===== config.mk =====
export PLATFORM = sky130hd
export DESIGN_NAME = v3a_div
export DESIGN_NICKNAME = d
export VERILOG_FILES = /design/src/hdl/v3a_pkg.sv /design/src/hdl/v3a_div.sv
export SDC_FILE = /design/constraint.sdc
export NUM_CORES = 2
export LEC_CHECK = 0
export BUFFER_PORTS_ARGS = -buffer_cell sky130_fd_sc_hd__buf_2
export CAP_MARGIN = 20
export CORE_ASPECT_RATIO = 1.4
export CORE_MARGIN = 2
export CORE_UTILIZATION = 42
export CTS_CLUSTER_SIZE = 40
export DETAILED_ROUTE_END_ITERATION = 8
export GPL_ROUTABILITY_DRIVEN = 0
export PLACE_DENSITY_LB_ADDON = 0.2
export SETUP_SLACK_MARGIN = 0.05
export SYNTH_ARGS = -nofsm -noshare
export SYNTH_HDL_FRONTEND = slang
export SYNTH_SLANG_ARGS = --single-unit

===== constraint.sdc =====
create_clock -name clk -period 4.3 [get_ports clk]
set_clock_uncertainty 0.2 [all_clocks]
set_input_delay 0.215 -clock clk [delete_from_list [all_inputs] [get_ports clk]]
set_output_delay 0.215 -clock clk [all_outputs]
set_load 0.03 [all_outputs]

===== src/hdl/v3a_pkg.sv =====
// Shared types, constants and helper functions of the three-component vector unit.
package v3a_pkg;

    localparam int FRAC_BITS  = 16;
    localparam int DATA_W     = 32;
    localparam int OP_W       = 4;
    localparam int PROD_W     = 2 * DATA_W;
    localparam int ACC_W      = PROD_W + 2;
    localparam int NUM_W      = DATA_W + 1 + FRAC_BITS;
    localparam int SQRT_STEPS = DATA_W;
    localparam int DIV_STEPS  = DATA_W;
    localparam int SIDE_LEN   = SQRT_STEPS + 2 + DIV_STEPS;
    localparam int IN_DATA_W  = 7 * DATA_W;
    localparam int OUT_DATA_W = 4 * DATA_W;

    typedef logic signed [DATA_W-1:0] word_t;

    localparam word_t WORD_MAX = {1'b0, {(DATA_W-1){1'b1}}};
    localparam word_t WORD_MIN = {1'b1, {(DATA_W-1){1'b0}}};

    typedef enum logic [OP_W-1:0] {
        OP_ADD    = 4'd0,
        OP_SUB    = 4'd1,
        OP_SCALE  = 4'd2,
        OP_DIV    = 4'd3,
        OP_DOT    = 4'd4,
        OP_CROSS  = 4'd5,
        OP_LENSQ  = 4'd6,
        OP_LEN    = 4'd7,
        OP_NORM   = 4'd8
    } op_t;

    typedef struct packed {
        logic  sat;
        word_t val;
    } satw_t;

    // Work carried alongside the square root and divider pipelines.
    typedef struct packed {
        op_t         op;
        word_t [2:0] vec;
        logic        vsat;
        word_t       sc;
        logic        scsat;
        word_t [2:0] a;
        word_t       s;
        logic        sq_zero;
    } side_t;

    function automatic satw_t sat_acc(input logic signed [ACC_W-1:0] x);
        satw_t r;
        if ((&x[ACC_W-1:DATA_W-1]) || !(|x[ACC_W-1:DATA_W-1])) begin
            r.sat = 1'b0;
            r.val = x[DATA_W-1:0];
        end else begin
            r.sat = 1'b1;
            r.val = x[ACC_W-1] ? WORD_MIN : WORD_MAX;
        end
        return r;
    endfunction

    // Round to nearest with ties toward plus infinity, then drop the fraction bits.
    function automatic logic signed [ACC_W-1:0] rnd_shift(input logic signed [ACC_W-1:0] x);
        logic signed [ACC_W-1:0] t;
        t = x + {{(ACC_W-FRAC_BITS){1'b0}}, 1'b1, {(FRAC_BITS-1){1'b0}}};
        return t >>> FRAC_BITS;
    endfunction

    function automatic logic [DATA_W-1:0] mag(input word_t v);
        return v[DATA_W-1] ? DATA_W'(-v) : DATA_W'(v);
    endfunction

    function automatic satw_t quot_clamp(input logic [DATA_W-1:0] q, input logic ovf,
                                         input logic neg);
        satw_t r;
        r.sat = 1'b0;
        if (neg) begin
            if (ovf || (q > DATA_W'(WORD_MIN))) begin
                r.sat = 1'b1;
                r.val = WORD_MIN;
            end else begin
                r.val = word_t'(-q);
            end
        end else begin
            if (ovf || q[DATA_W-1]) begin
                r.sat = 1'b1;
                r.val = WORD_MAX;
            end else begin
                r.val = word_t'(q);
            end
        end
        return r;
    endfunction

endpackage


===== src/hdl/v3a_div.sv =====
// Pipelined rounded divider of a magnitude by a magnitude, one quotient bit per stage.
module v3a_div (
    input  logic                         clk,
    input  logic                         en,
    input  logic [v3a_pkg::DATA_W-1:0]   num_mag,
    input  logic [v3a_pkg::DATA_W-1:0]   den,
    output logic [v3a_pkg::DATA_W-1:0]   quot,
    output logic                         ovf
);
    import v3a_pkg::*;

    localparam int HI_W = NUM_W - DATA_W;

    logic [DATA_W-1:0] rem_reg   [DIV_STEPS+1];
    logic [DATA_W-1:0] word_reg  [DIV_STEPS+1];
    logic [DATA_W-1:0] den_reg   [DIV_STEPS+1];
    logic              ovf_reg   [DIV_STEPS+1];
    logic [DATA_W-1:0] rem_next  [DIV_STEPS+1];
    logic [DATA_W-1:0] word_next [DIV_STEPS+1];
    logic [NUM_W-1:0]  num_full;
    logic [HI_W-1:0]   hi;

    // Adding half the divisor makes the truncating division round half away from zero.
    // A high part at or above the divisor means the quotient needs more than DATA_W bits.
    assign num_full     = (NUM_W'(num_mag) << FRAC_BITS) + NUM_W'(den >> 1);
    assign hi           = num_full[NUM_W-1:DATA_W];
    assign rem_next[0]  = DATA_W'(hi);
    assign word_next[0] = num_full[DATA_W-1:0];

    for (genvar k = 1; k <= DIV_STEPS; k++)
    begin : g_step
        logic [DATA_W:0] t;
        logic            ge;

        assign t            = {rem_reg[k-1], word_reg[k-1][DATA_W-1]};
        assign ge           = (t >= {1'b0, den_reg[k-1]});
        assign rem_next[k]  = ge ? DATA_W'(t - {1'b0, den_reg[k-1]}) : t[DATA_W-1:0];
        assign word_next[k] = {word_reg[k-1][DATA_W-2:0], ge};
    end

    always_ff @(posedge clk)
    begin
        if (en)
        begin
            rem_reg[0]  <= rem_next[0];
            word_reg[0] <= word_next[0];
            den_reg[0]  <= den;
            ovf_reg[0]  <= (DATA_W'(hi) >= den);
            for (int i = 1; i <= DIV_STEPS; i++)
            begin
                rem_reg[i]  <= rem_next[i];
                word_reg[i] <= word_next[i];
                den_reg[i]  <= den_reg[i-1];
                ovf_reg[i]  <= ovf_reg[i-1];
            end
        end
    end

    assign quot = word_reg[DIV_STEPS];
    assign ovf  = ovf_reg[DIV_STEPS];

endmodule


==> summary.txt <==
Status: completed
Mapped cell area: 146,700 sq um
Routed WL: 406.5 mm
Area growth from synthesis to layout: 17.19%
Dominant synthesized flop cell: edfxtp_1
Unrepaired setup endpoints after global routing: true
Largest net degree at the start of global routing: 121
Reg2reg path depth: 18
Pre-Repair DR Iteration Count: 8
Max Buffers Root-to-Sink: 4
Commonest non-fill, non-tap cell in the layout: edfxtp_1
Layout cells sized above 1: 15.30%
Post-synthesis adder-cell area fraction: 9.322%
Die height: 703.4 um
Largest family of logic cells by synthesized area: compound AO/OA/AOI/OAI gates
Num CTS Buffers: 294
Mean area per synthesized cell: 11.74 sq um
FF-to-FF setup slack: 0.06 ns
Reg clk slew, reported paths: 0.06 ns
CTS H-tree depth: 5
CORE AREA: 347,500 sq um
Hold Crit Depth: 3
Setup TNS: 0 ns
ANT nets after route: 0
Area after DPL: 159,500 sq um
Synth top area share: 55.87%
Simple-gate share of the synthesized area: 8.446%
Vias in the first global route: 109,500
Arrival @ worst endpoint: 4.69 ns
CP Launch Point: den_reg[0][961]
Later-pin clock latency in the skew report: 0.90 ns
Hpwl dp: 308.9 mm
Yosys cell types: 92
Worst EP required: 4.74 ns
Placed cells: 17,820
Via count: 102,500
Global-route wire length before repair: 609.3 mm
Worst Tran Pin Value: 1.445 ns
FMAX: 0.2356 GHz
Syn Inst Count: 12,500
FFs w/ async S/R, synth: 0%
Total congestion overflow: 0
Register area: 81,980 sq um
Crit path capture type: flip-flop
Final setup fails: 0
Class of the worst hold path: primary input to flip-flop
Fillers: 29,950
Die area: 354,200 sq um
Area of the multi-input gates: 60,190 sq um
Crit Path Class: flip-flop to flip-flop
Critical R2R Launch: den_reg[0][961]
Final nets: 14,790
Avg WL per Cell: 21.95 um
Tmin final: 4.244 ns
Flops & latches, synth: 2,730
CTS tree: built
Final slew viol count: 0
Post-synth EDFFs: 2,730
Hold Crit Start: den[22]
Fraction of the mapped netlist area in compound gates: 13.90%
Non-Filler Instances: 18,520
Synth warnings: 0
Leakage Power: 70.50 nW
Post-synthesis mux area share: 3.505%
Fin crit share: 98.71%
# IOs: 99
Synth area leader: edfxtp_1
CP Max Fanout: 5
Initial antenna violation count: 6
Max cap viols: 0
Sequential area share after synthesis: 55.87%
Post-Synth XOR/XNOR Area: 4.960%
Clk sink count: 2,730
Initial DRC Count: 6,005
Top post-synthesis cells by area: edfxtp_1 56%, ha_1 8.9%, a21oi_1 3.3%
Fin area: 172,000 sq um
Final hold vios: 0
Startpoint Class: flip-flop
Die W: 503.6 um
FF-to-FF End: rem_reg[0][1023]
Post-route setup slack: 0.05554 ns
Port Buf Inserts: 98
Worst slew margin: 3.683%
Root buf cell: clkbuf_16
Hold Slack: 0.06065 ns
Post-Place Setup Slack: -0.8359 ns
Post-synth net total: 13,640
GRT Overall Usage: 22.46%
Power density over the cells: 768.2 nW/um^2
Commonest cells after routing, fill and taps aside: 2,730 x edfxtp_1, 1,264 x inv_1, 1,031 x ha_1, 934 x a21oi_1, 838 x nand2_1
Vias per cell: 5.534
Row count: 256
DRC Markers: 0
WHS Endpoint: den_reg[0][22]
Maximum VDD drop: 0.3463 mV
Max reg flops: 1,024
Initial core utilization: 42.22%
==> timing repair <==
item                                    CTS  global route
hold endpoints to repair                 98             0
pin swaps                                18            59
hold buffers                            120             0
resized for setup                       111           170
endpoints found under the setup margin  509           550
cloned                                    2             5
setup buffers                            23            35
==> synth_stat cells (all sizes together) (39+ instances only) <==
library cell / count
clkbuf: 221
buf: 51
xor2: 339
o31ai: 73
o211ai: 62
nand3: 186
inv: 1270
a31oi: 91
nand4: 165
nor3: 156
o21bai: 103
nand2: 839
o31a: 39
or2: 46
a21o: 521
and3: 96
nor2: 597
o21ai: 866
or3: 50
o21a: 145
xnor2: 492
nand2b: 141
edfxtp: 2730
nor2b: 158
a21oi: 961
a211oi: 77
and2: 45
mux2: 423
ha: 1042
==> layout make-up <==
class                   instances  share of cell area (%)
flip-flops and latches       2730                   47.67
clock buffers                 347                   4.481
diodes                          6                0.008731
multi-input cells            8225                   35.00
well taps                    4644                   3.379
repair buffers               1132                   5.685
inverters                    1270                   2.774
clock inverters               162                  0.9997
==> through the flow <==
step | utilization [%] | total power [mW]
after global placement | 45.88 | 102.0
final | 49.48 | 132.1
after CTS | 49.14 | 130.7
after floorplan | - | 81.98
after global routing | 49.48 | 139.4
after detailed placement | 45.88 | 103.9
==> report_power, final <==
| group | total [mW] | internal, mW | switching (mW) | leakage [nW] |
|---|---|---|---|---|
| sequential | 42.6 | 38.7 | 3.84 | 26.7 |
| clock | 25.3 | 14.6 | 10.7 | 4.55 |
| combinational | 64.2 | 28.6 | 35.6 | 39.2 |
==> per-layer routing <==
layer  up-vias  GRT usage, %  wire length, um
li1      48330             -                -
met1     49900         16.99           115900
met2      2751         45.88           230600
met3      1488         3.221            13590
met4         2         21.60            46400
met5         -             0                9
==> worst max-delay path, stage by stage (launching register included) <==
cell and delay [ns]:
edfxtp_1 0.41, inv_2 0.09, ha_4 0.20, nor2b_4 0.12, o31ai_2 0.20, buf_4 0.16, a21oi_4 0.06, o41ai_2 0.29
buf_4 0.18, buf_6 0.10, o31a_1 0.22, or2_4 0.20, nor2_4 0.05, o22a_4 0.22, a41o_1 0.27, a211o_4 0.45
buf_4 0.19, buf_6 0.11, mux2_2 0.27
==> kinds of logic (layout without fill, tap and decap cells) <==
family,Yosys count,in the layout
and+or+nand+nor,2595,2595
other,0,6
adders and majority gates,1074,1074
xor gates and xnor gates,831,831
DFF,2730,2730
muxes,461,461
buffers and inverters,1542,2911
AOI/OAI and AO/OA,3264,3264
==> how the worst max path moves through the flow <==
stage	end	slack (ns)	cells after the start
final	rem_reg[0][1023]	0.06	18
after global routing	ovf_reg[0][0]	-0.13	26
after detailed placement	ovf_reg[0][0]	-0.84	28
after global placement	ovf_reg[0][0]	-1.22	28
after CTS	rem_reg[0][465]	-0.01	14
after floorplan	ovf_reg[0][0]	0.06	26
Power figures use the tool's default switching activity.
